==> config.mk <==
export PLATFORM = sky130hd
export DESIGN_NAME = smdt_div
export DESIGN_NICKNAME = d
export VERILOG_FILES = /design/src/rtl/core/smdt_div.sv
export SDC_FILE = /design/constraint.sdc
export NUM_CORES = 1
export LEC_CHECK = 0
export BUFFER_PORTS_ARGS = -buffer_cell sky130_fd_sc_hd__buf_2
export CAP_MARGIN = 20
export CORE_UTILIZATION = 30
export DETAILED_ROUTE_END_ITERATION = 8
export PLACE_DENSITY = 0.44
export SYNTH_ARGS = -nofsm -noshare
export SYNTH_HDL_FRONTEND = slang
export SYNTH_SLANG_ARGS = --single-unit
==> constraint.sdc <==
create_clock -name clk -period 7.57 [get_ports clk]
set_input_delay 0.3785 -clock clk [delete_from_list [all_inputs] [get_ports clk]]
set_output_delay 0.3785 -clock clk [all_outputs]
set_load 0.02 [all_outputs]
==> src/rtl/core/smdt_div.sv <==
module smdt_div (
    input  logic               clk,
    input  logic               rst_n,
    input  logic               start,
    input  logic signed [31:0] num,
    input  logic [30:0]        den,
    output logic               done,
    output logic signed [31:0] quot
);

    logic [47:0] dvd_reg;
    logic [31:0] rem_reg;
    logic [5:0]  cnt_reg;
    logic        busy_reg;
    logic        neg_reg;
    logic        done_reg;

    logic [31:0] mag;
    logic [31:0] rem_sh;
    logic        ge;

    assign mag    = num[31] ? 32'(-num) : 32'(num);
    assign rem_sh = {rem_reg[30:0], dvd_reg[47]};
    assign ge     = rem_sh >= {1'b0, den};

    always_ff @(posedge clk or negedge rst_n)
    begin
        if (!rst_n)
        begin
            dvd_reg  <= '0;
            rem_reg  <= '0;
            cnt_reg  <= '0;
            busy_reg <= 1'b0;
            neg_reg  <= 1'b0;
            done_reg <= 1'b0;
        end
        else
        begin
            done_reg <= 1'b0;
            if (start)
            begin
                dvd_reg  <= {mag, 16'h0000};
                rem_reg  <= '0;
                cnt_reg  <= 6'd48;
                busy_reg <= 1'b1;
                neg_reg  <= num[31];
            end
            else if (busy_reg)
            begin
                // One quotient bit per cycle, shifted in behind the dividend.
                rem_reg <= ge ? (rem_sh - {1'b0, den}) : rem_sh;
                dvd_reg <= {dvd_reg[46:0], ge};
                cnt_reg <= cnt_reg - 6'd1;
                if (cnt_reg == 6'd1)
                begin
                    busy_reg <= 1'b0;
                    done_reg <= 1'b1;
                end
            end
        end
    end

    always_comb
    begin
        if (neg_reg)
            quot = (dvd_reg > 48'h0000_8000_0000) ? 32'sh8000_0000
                                                 : 32'(~dvd_reg[31:0] + 32'd1);
        else
            quot = (dvd_reg > 48'h0000_7FFF_FFFF) ? 32'sh7FFF_FFFF : 32'(dvd_reg);
    end

    assign done = done_reg;

endmodule

==> metrics.txt, run 1 <==
Worst Hold Slack=341.3 ps; CTS tree=yes; CTS root buffer=clkbuf_16; syn nets=1052; Worst Setup End Kind=primary output; crit path kind=register to primary output; initial antenna violation count=0; die area=25620 um2; CTS Sinks=88; Synth area leaders=dfrtp_1 (29%), mux2i_1 (7.2%), ha_1 (5.8%); Synth Warn #=0; wire length of the first global-routing pass=34.60 mm; final setup fails=0; synthesized flop and latch total=88; fin crit share=0.5365; final instance area=8537 um2; CP max FO=18; unrepaired setup endpoints after global routing=no; Remaining DRCs=0; Pint=1.299 mW; post-synth top area share=0.2938; cells resized by post-CTS repair=0; reg2reg setup slack=3940 ps; Final WS setup=3509 ps; Synth area leader=dfrtp_1; antenna viol nets, final=0; FMAX=0.2462 GHz; dpl cell area=8212 um2; clock latency at the later pin of the worst-skew pair=340 ps; I/O Buffers=98; Power, Total=2.229 mW; fraction of registers with async set/reset=1.000; die height=160.1 um; Hold Path Class=primary input to register; DP Wirelength=15.13 mm; CTS H-tree depth=3; Die Width=160.1 um; worst relative slew slack=0.3522; post-synth cell types=63; max_cap viols=0; Clock power frac=0.215; RR Startpoint=dvd_reg[47]$_DFFE_PN0P_; dpl ws=3880 ps; status=finished, final reports clean; Reg2Reg Depth=13; hold depth=3; Mean Syn Cell Area=7.889 um2; core footprint=24390 um2; register area share after synthesis=0.2938; min cycle time layout=4061 ps; 1st-iter DRT viols=395; GRT overflow=0; row count=57; Clock Tree Buf Depth=2; Reg power frac=0.297; Setup TNS=0 ps; Ports=99; WL/cell=15.70 um; critical path required time=7190 ps; VDD IR-drop max=123.1 uV; gr usage total=0.1647; Net Sw Power=0.9300 mW; switch share=0.4172; most common flop cell mapped by yosys=dfrtp_1; Final Skew=9.346 ps; drt first pass iters=4; vias in the first global route=6665; combinational power share=0.488; startpoint types=register; fillers=2678; Cells after Synth=950; via count=6897; final wirelength=20.92 mm; PD cells=261.1 nW/um2; worst slew pin tran=971.7 ps; Reg clk slew, reported paths=60 ps; Initial Util=0.3073; Final Max Slew Viols=0; max reg flops=48; Final GP Congestion=0.8340; Worst EP arrival=3680 ps; Post-Syn Area=7495 um2; largest net degree at the start of global routing=79; layout cells sized above 1=0.1359; end of the worst register-to-register path=rem_reg[2]$_DFFE_PN0P_; NumNets Final=1105; Diodes inserted=0; Final Hold Viols=0; Area growth syn-to-layout=13.91%; vias per std cell=5.178; Hold Path End=dvd_reg[16]$_DFFE_PN0P_; CTS Buf Count=9; HP Start=num[0]; Leakage Power=4.173 nW; Post-synth EDFFs=0
-- cells in the final DEF, fill, tap and decap left out, types with 6 or more instances in the layout --
cell / count
a211oi_1: 30
nand3_1: 15
mux2i_1: 54
nor2b_1: 10
ha_1: 35
nor3_1: 19
nand4_1: 16
nor4_1: 13
a31oi_1: 8
xor2_1: 20
inv_1: 49
o21a_1: 7
nor2_1: 85
buf_4: 9
dfrtp_1: 87
a21o_1: 22
o31ai_1: 8
nand2b_1: 6
buf_2: 96
clkbuf_16: 9
o21ai_0: 76
o311ai_0: 16
nand2_1: 106
xnor2_1: 38
or3_1: 18
a21oi_1: 70
-- worst max-delay path by stage --
stage                                       from  endpoint  slack [ps]  cells past startpoint
after floorplan           dvd_reg[0]$_DFFE_PN0P_  quot[10]        4320                     10
after global placement    dvd_reg[0]$_DFFE_PN0P_  quot[14]        3900                     11
after detailed placement  dvd_reg[0]$_DFFE_PN0P_  quot[14]        3880                     11
after CTS                 dvd_reg[0]$_DFFE_PN0P_  quot[14]        3490                     11
after global routing      dvd_reg[0]$_DFFE_PN0P_  quot[14]        3210                     11
final                     dvd_reg[0]$_DFFE_PN0P_  quot[14]        3510                     11
-- metrics by stage --
stage / utilization / std cells
floorplan: - / 950
global placement: 0.3367 / 1315
detailed placement: 0.3367 / 1315
CTS: 0.3500 / 1332
global route: 0.3500 / 1332
finish: 0.3500 / 1332
-- worst max-delay path, stage by stage, from the launching register on --
cell and delay, ps:
dfrtp_1 420, inv_1 90, ha_1 180, nor2b_1 220, nand4_1 230, nor4_1 370, nand4_1 160, a21oi_1 160
buf_4 240, nand2_1 380, o311ai_0 610, buf_2 260
-- Yosys cell counts, types with 5 or more instances --
| library cell | number |
|---|---|
| clkbuf_1 | 50 |
| ha_1 | 35 |
| or3_1 | 18 |
| o22ai_1 | 5 |
| nor2b_1 | 10 |
| nand4_1 | 16 |
| nand2_1 | 106 |
| o311ai_0 | 16 |
| nand2b_1 | 6 |
| inv_1 | 49 |
| xnor2_1 | 38 |
| a31oi_1 | 8 |
| a21oi_1 | 70 |
| dfrtp_1 | 88 |
| mux2i_1 | 54 |
| nor2_1 | 85 |
| o21ai_0 | 77 |
| xor2_1 | 20 |
| buf_2 | 6 |
| or2_2 | 5 |
| o21a_1 | 7 |
| nand3_1 | 15 |
| buf_1 | 8 |
| o31ai_1 | 8 |
| a21o_1 | 22 |
| a211oi_1 | 30 |
| nor4_1 | 13 |
| nor3_1 | 19 |
-- kinds of logic after synthesis --
logic type | after synthesis | share of synthesized area
XOR/XNOR | 58 | 0.06778
AND/OR/NAND/NOR | 320 | 0.2060
multiplexers | 56 | 0.07513
buffers and inverters | 113 | 0.05760
adder cells (fa/ha/maj) | 36 | 0.06110
flip-flops | 88 | 0.2938
AO/OA/AOI/OAI | 279 | 0.2386
-- final cells by class --
cell class	count	area, um2	area share
Timing Repair Buffer	106	558.0	0.06537
Multi-Input combinational cell	749	4868	0.5703
Inverter	49	183.9	0.02154
Tap cell	324	405.4	0.04749
Clock buffer	13	250.2	0.02931
Clock inverter	3	65.06	0.007621
Sequential cell	88	2206	0.2584
-- power groups by stage --
stage | logic, mW | registers [mW] | clock network [mW]
finish | 1.09 | 0.663 | 0.479
floorplan | 0.842 | 0.631 | 0
global route | 1.22 | 0.677 | 0.521
CTS | 1.09 | 0.663 | 0.498
detailed placement | 1.08 | 0.672 | 0
global placement | 1.09 | 0.674 | 0
-- per-layer routing --
layer  GRT usage  wire length, um  up-vias
met4     0.04416              216        0
met2      0.2605             9496      117
met1      0.2357            10640     3225
li1            -                -     3541
met3     0.01922              561       14
met5           0                0        -
-- what timing repair did --
item	CTS	global route
hold buffers	1	0
endpoints found under the hold margin	12	0
buffers inserted	0	0
(Power assumes the default switching activity.)
==> run 2, diff against run 1 <==
--- a/config.mk
+++ b/config.mk
@@ -5,11 +5,12 @@
 export SDC_FILE = /design/constraint.sdc
 export NUM_CORES = 1
 export LEC_CHECK = 0
+export ABC_AREA = 1
 export BUFFER_PORTS_ARGS = -buffer_cell sky130_fd_sc_hd__buf_2
 export CAP_MARGIN = 20
 export CORE_UTILIZATION = 30
 export DETAILED_ROUTE_END_ITERATION = 8
-export PLACE_DENSITY = 0.44
+export PLACE_DENSITY = 0.45
 export SYNTH_ARGS = -nofsm -noshare
 export SYNTH_HDL_FRONTEND = slang
 export SYNTH_SLANG_ARGS = --single-unit
==> constraint.sdc (replaced) <==
create_clock -name clk -period 3.4 [get_ports clk]
set_input_delay 0.17 -clock clk [delete_from_list [all_inputs] [get_ports clk]]
set_output_delay 0.17 -clock clk [all_outputs]
set_load 0.02 [all_outputs]
==> run 2 against run 1 <==
  * Critical path depth stayed put
  * Count of clock-buffer cells in the layout decreased by 3
  * Combinational power decreased by 38%
  * Area after synthesis increased by 16%
  * Clock skew down 3.7 ps
  * Clock power grew 120%
  * Sequential share of layout area decreased by 3.6 points
  * Hold slack got worse by 160 ps
  * Die area grew 16%
  * Critical path type unchanged
  * Highest routed layer unchanged
==> metrics.txt, run 2 <==
fraction of registers with async set/reset=1.000 (unchanged); Post-synth EDFFs=0 (unchanged); post-synth top area share=0.2528 (-0.04106); DP Wirelength=22.72 mm (+50%); Area growth syn-to-layout=13.60%; Die Width=172.4 um (+7.7%); fillers=3273 (+22%); NumNets Final=1638 (+48%); critical path required time=3230 ps (-3960 ps); Worst EP arrival=2590 ps (-1090 ps); CTS H-tree depth=3 (unchanged); Reg clk slew, reported paths=70 ps (about the same); FMAX=0.3627 GHz; Hold Path End=dvd_reg[16]$_DFFE_PN0P_; drt first pass iters=5 (+1); commonest non-fill, non-tap cell in the layout=nand2_1; CP max FO=26 (+8); Synth area leaders=dfrtp_1 (25%), nand2_1 (20%), inv_1 (10%); Final Max Slew Viols=0 (unchanged); Metal-1 WL=14.23 mm (+34%); vias in the first global route=8543 (+28%); WL/cell=14.82 um (-5.6%); die height=172.4 um (+7.7%); GRT overflow=0 (unchanged); Mean Syn Cell Area=5.975 um2 (-24%); Final Skew=5.656 ps (-3.690 ps); Ports=99 (unchanged); CTS Sinks=88 (unchanged); 1st-iter DRT viols=555 (+41%); post-synth cell types=40 (-37%); Synth area leader=dfrtp_1; Power, Total=2.872 mW (+29%); end of the worst register-to-register path=rem_reg[27]$_DFFE_PN0P_; status=finished, final reports clean; Initial Util=0.3044 (-0.002920); antenna viol nets, final=0 (unchanged); top cells by count, synth=nand2_1 (456), inv_1 (231), nand3_1 (133), nor2_1 (119), o21ai_0 (106); Clock Tree Buf Depth=2 (unchanged); final setup fails=0 (unchanged); fin crit share=0.8109; HP Start=num[0]; most frequent cells in the layout=nand2_1 (456), inv_1 (231), nand3_1 (133); Final GP Congestion=0.8740 (+4.8%); layout cells sized above 1=0.1012 (-0.03468); core footprint=28630 um2 (+17%); CTS root buffer=clkbuf_16; RR Startpoint=dvd_reg[47]$_DFFE_PN0P_; max reg flops=48 (unchanged); gr usage total=0.1975 (+0.03286); startpoint types=register; most frequent cell after synthesis=nand2_1; Reg2Reg Depth=16 (+3); initial antenna violation count=0 (unchanged); wire length of the first global-routing pass=45.70 mm (+32%); wire length on met3=1.006 mm (+79%); vias per std cell=4.697 (-9.3%); unrepaired setup endpoints after global routing=no; clock latency at the later pin of the worst-skew pair=350 ps (about the same); Final Hold Viols=0 (unchanged); most common flop cell mapped by yosys=dfrtp_1; VDD IR-drop max=201.5 uV (+64%); Synth Warn #=0 (unchanged); Met2 Routed Length=12.86 mm (+35%); Cells after Synth=1458 (+53%); Post-Syn Area=8712 um2 (+16%); Diodes inserted=0 (unchanged); syn nets=1560 (+48%); min cycle time layout=2757 ps; die area=29730 um2 (+16%); register area share after synthesis=0.2528 (-0.04106); hold depth=3 (unchanged); top layer in use=met4; Remaining DRCs=0 (unchanged); CTS Buf Count=9 (unchanged); CTS tree=yes; Final Core Density=0.3457 (-0.004258); reg2reg setup slack=770 ps (-3170 ps); worst slew pin tran=924.8 ps (-46.94 ps); I/O Buffers=98 (unchanged); final wirelength=28.53 mm (+36%); Worst Setup End Kind=primary output; crit path kind=register to primary output; max_cap viols=0 (unchanged); Setup TNS=0 ps (unchanged); worst relative slew slack=0.3828 (+0.03062); Hold Path Class=primary input to register; final instance area=9897 um2 (+16%); synthesized flop and latch total=88 (unchanged); largest net degree at the start of global routing=61 (-23%); cells resized by post-CTS repair=0 (unchanged); row count=62 (+8.8%); Setup Buffers After CTS=0 (unchanged); # hold bufs at CTS=1 (unchanged); via count=9041 (+31%); PD cells=290.2 nW/um2 (+11%); Leakage Power=5.417 nW (+30%); dpl cell area=9580 um2 (+17%)
run 2: cell types whose count changed after synthesis, moves of 30 or more:
cell      change
nand3_1     +118
inv_1       +182
nor2_1       +34
a211oi_1     -30
mux2i_1      -54
a21oi_1      -35
nand2_1     +350
run 2: area by class of cell:
cell class	instances	area [um2]	share of cell area
clock buffer	10	239.0	0.02415
clock inverter	6	67.56	0.006827
inverter	240	900.9	0.09102
multi-input combinational	1088	5429	0.5485
sequential	88	2202	0.2225
tap	384	480.5	0.04855
timing repair buffer	109	578.1	0.05841
run 2: cells by family (layout without fill, tap and decap cells):
group	Yosys count	after routing	synth area share
AND/OR/NAND/NOR	803	803	0.3972
buffers and inverters	282	365	0.1249
AO/OA/AOI/OAI	198	198	0.1212
flip-flops	88	88	0.2528
XOR/XNOR	51	51	0.05127
adder cells (fa/ha/maj)	36	36	0.05256
run 2: power by group:
part / leakage (nW) / total, mW / internal, mW / switching [mW]
clock network: 0.145 / 1.04 / 0.593 / 0.450
logic: 4.15 / 0.679 / 0.221 / 0.459
registers: 1.13 / 1.15 / 1.10 / 0.0468
total: 5.42 / 2.87 / 1.92 / 0.955
run 2: worst max-delay path by stage:
stage / startpoint / endpoint / slack (ps) / depth (start not counted)
after floorplan: dvd_reg[47]$_DFFE_PN0P_ / rem_reg[10]$_DFFE_PN0P_ / 1310 / 15
after global placement: dvd_reg[47]$_DFFE_PN0P_ / rem_reg[23]$_DFFE_PN0P_ / 840 / 16
after detailed placement: dvd_reg[47]$_DFFE_PN0P_ / rem_reg[6]$_DFFE_PN0P_ / 750 / 16
after CTS: dvd_reg[0]$_DFFE_PN0P_ / quot[30] / 600 / 11
after global routing: dvd_reg[0]$_DFFE_PN0P_ / quot[30] / 470 / 11
final: dvd_reg[0]$_DFFE_PN0P_ / quot[30] / 640 / 11
run 2: metal layers:
layer,up-vias,track usage
li1,4786,-
met5,-,0
met2,156,0.3198
met4,0,0.04194
met1,4074,0.2805
met3,25,0.02174
run 2: per-stage QoR:
| stage | hold slack [ps] | worst slack, ps | instances |
|---|---|---|---|
| 2_1_floorplan | -125.6 | 1311 | 1458 |
| 3_3_place_gp | 322.9 | 838.4 | 1908 |
| 3_5_place_dp | 328.0 | 747.5 | 1908 |
| 4_1_cts | 177.7 | 603.8 | 1925 |
| 5_1_grt | 200.7 | 467.1 | 1925 |
| 6_report | 181.7 | 642.8 | 1925 |
run 2: critical path: stages (launching register included):
cell     delay, ps
dfrtp_1        360
inv_1          150
ha_1           240
nand3_1        150
nor2_2         210
nand2_2         90
nor2_2         130
nand2_2         80
nand2_4         90
nand2_4        190
o21ai_1        310
buf_2          220
==> run 3, diff against run 2 <==
--- a/config.mk
+++ b/config.mk
@@ -10,7 +10,7 @@
 export CAP_MARGIN = 20
 export CORE_UTILIZATION = 30
 export DETAILED_ROUTE_END_ITERATION = 8
-export PLACE_DENSITY = 0.45
+export PLACE_DENSITY = 0.44
 export SYNTH_ARGS = -nofsm -noshare
 export SYNTH_HDL_FRONTEND = slang
 export SYNTH_SLANG_ARGS = --single-unit
==> constraint.sdc (replaced) <==
create_clock -name clk -period 2.6 [get_ports clk]
set_input_delay 0.13 -clock clk [delete_from_list [all_inputs] [get_ports clk]]
set_output_delay 0.13 -clock clk [all_outputs]
set_load 0.02 [all_outputs]
==> run 3 against run 2 <==
  * Flip-flop and latch count did not move
  * Wire length rose by 3.0%
  * Highest routed layer unchanged
  * Sequential power grew 30%
  * Clock power up 34%
  * Largest power group unchanged
  * Register-to-register slack got worse by 540 ps
  * Global-route usage increased by 0.49 points
  * Via count grew 2.3%
==> metrics.txt, run 3 (synthesis results as in run 2) <==
vias per std cell=4.775 (+1.7%); Die Width=172.4 um (unchanged); I/O Buffers=98 (unchanged); row count=62 (unchanged); combinational power share=0.242 (+0.005); startpoint types=register; final setup fails=0 (unchanged); fillers=3279 (+0.18%); core footprint=28630 um2 (unchanged); largest net degree at the start of global routing=41 (-33%); Setup TNS=0 ps (unchanged); vias in the first global route=8773 (+2.7%); unrepaired setup endpoints after global routing=yes; clock latency at the later pin of the worst-skew pair=350 ps (about the same); gr usage total=0.2024 (+0.004887); dpl ws=96.00 ps (-651.5 ps); CP max FO=13 (-50%); via count=9250 (+2.3%); Crit path top cell by count=nand2_2; most frequent cells in the layout=nand2_1 (456), inv_1 (230), nand3_1 (132); crit-path max cell delay=380 ps (+20 ps); Clock power frac=0.364 (about the same); final wirelength=29.39 mm (+3.0%); crit path kind=register to primary output; 1st-iter DRT viols=590 (+6.3%); die area=29730 um2 (unchanged); max reg flops=48 (unchanged); critical path required time=2470 ps (-760 ps); Final Hold Viols=0 (unchanged); Cells after DPL=1919 (+0.58%); worst slew pin tran=912.9 ps (-11.87 ps); Crit-path slowest cell=dfrtp_1; FMAX=0.4043 GHz; Worst Setup End Kind=primary output; initial antenna violation count=0 (unchanged); fin crit share=0.9512; Leakage Power=5.509 nW (+1.7%); wire length of the first global-routing pass=46.53 mm (+1.8%); Power, Total=3.821 mW (+33%); Final Skew=12.26 ps (+6.602 ps); Hold Path Class=primary input to register; Worst EP arrival=2340 ps (-250 ps); CTS tree=yes; CTS root buffer=clkbuf_16; commonest non-fill, non-tap cell in the layout=nand2_1; Final Max Slew Viols=0 (unchanged); Ports=99 (unchanged); max_cap viols=0 (unchanged); WL/cell=15.17 um (+2.4%); Worst Setup SP=dvd_reg[1]$_DFFE_PN0P_; VDD IR-drop max=345.1 uV (+71%); CTS Buf Count=9 (unchanged); Area growth syn-to-layout=15.51%; Net Sw Power=1.294 mW (+36%); NumNets Final=1650 (+0.73%); Diodes inserted=0 (unchanged); Pint=2.526 mW (+32%); GRT overflow=0 (unchanged); CTS Sinks=88 (unchanged); HP Start=start; PD cells=379.7 nW/um2 (+31%); worst relative slew slack=0.3907 (+0.007921); Clock Tree Buf Depth=2 (unchanged); Final WS setup=126.8 ps (-516.0 ps); Final Core Density=0.3516 (+0.005813); CTS H-tree depth=3 (unchanged); min cycle time layout=2473 ps; Reg power frac=0.394 (-0.007); antenna viol nets, final=0 (unchanged); die height=172.4 um (unchanged); Initial Util=0.3044 (unchanged); crit-path cells=inv_1, ha_2, nand3_2, nor2_4, nand2_2, nor2_2, nand2_2, nand2_4, nand2_8, o21ai_1, buf_2; RR Startpoint=dvd_reg[47]$_DFFE_PN0P_; Non-Filler Instances=1937 (+0.62%); switch share=0.3388 (+0.006267); drt first pass iters=5 (unchanged); Setup Buffers After CTS=0 (unchanged); Final GP Congestion=0.8588 (-1.7%); Remaining DRCs=0 (unchanged); status=finished, final reports clean; Reg clk slew, reported paths=80 ps (about the same); layout cells sized above 1=0.1146 (+0.01338); DP Wirelength=23.04 mm (+1.4%)
[run 3: what timing repair did]
item,in CTS,in global routing
setup endpoints to repair,26,48
hold buffers,1,0
gates resized for setup,10,9
hold endpoints to repair,29,0
cloned,0,1
[run 3: layout make-up]
type | instances | area [um2] | area share
Tap cell | 384 | 480.5 | 0.04774
Multi-Input combinational cell | 1089 | 5499 | 0.5464
Inverter | 240 | 900.9 | 0.08952
Timing Repair Buffer | 120 | 675.6 | 0.06714
Sequential cell | 88 | 2202 | 0.2188
Clock buffer | 10 | 239.0 | 0.02375
Clock inverter | 6 | 66.31 | 0.006590
[run 3: worst max-delay path, delay by kind of cell, from the launching register on]
family                   cells  cell delay (ps)
AND/OR/NAND/NOR              7              860
flip-flops                   1              380
buffers and inverters        2              290
adder cells (fa/ha/maj)      1              230
AO/OA/AOI/OAI                1              220
[run 3: power groups by stage]
stage | combinational, mW | clock, mW | sequential, mW
2_1_floorplan | 0.587 | 0 | 1.51
3_3_place_gp | 0.918 | 0 | 1.53
3_5_place_dp | 0.917 | 0 | 1.53
4_1_cts | 0.930 | 1.43 | 1.50
5_1_grt | 1.05 | 1.48 | 1.52
6_report | 0.926 | 1.39 | 1.50
[run 3: stage by stage]
step                hold WS (ps)  instance area [um2]
floorplan                 -165.6                 8712
global placement           117.9                 9676
detailed placement         110.9                 9676
CTS                        121.2                10030
global route               125.1                10060
finish                     129.0                10060
[run 3: routing by layer]
metal	share of wire	vias up	routed length [um]	global-route usage
met5	0	-	0	0
li1	-	4814	-	-
met4	0.016	0	470	0.04463
met1	0.50	4223	14730	0.2883
met2	0.45	184	13190	0.3264
met3	0.034	29	998	0.02174
[run 3: final timing paths]
path                                      endpoint  slack [ps]  depth (start not counted)
setup / recovery                          quot[23]         130                         11
hold / removal                      done$_DFF_PN0_         130                          2
setup reg to reg           rem_reg[25]$_DFFE_PN0P_         230                         16
hold reg to reg            dvd_reg[38]$_DFFE_PN0P_         480                          2
max in group asynchronous  rem_reg[24]$_DFFE_PN0P_        1690                          3
min in group asynchronous  dvd_reg[12]$_DFFE_PN0P_         260                          2
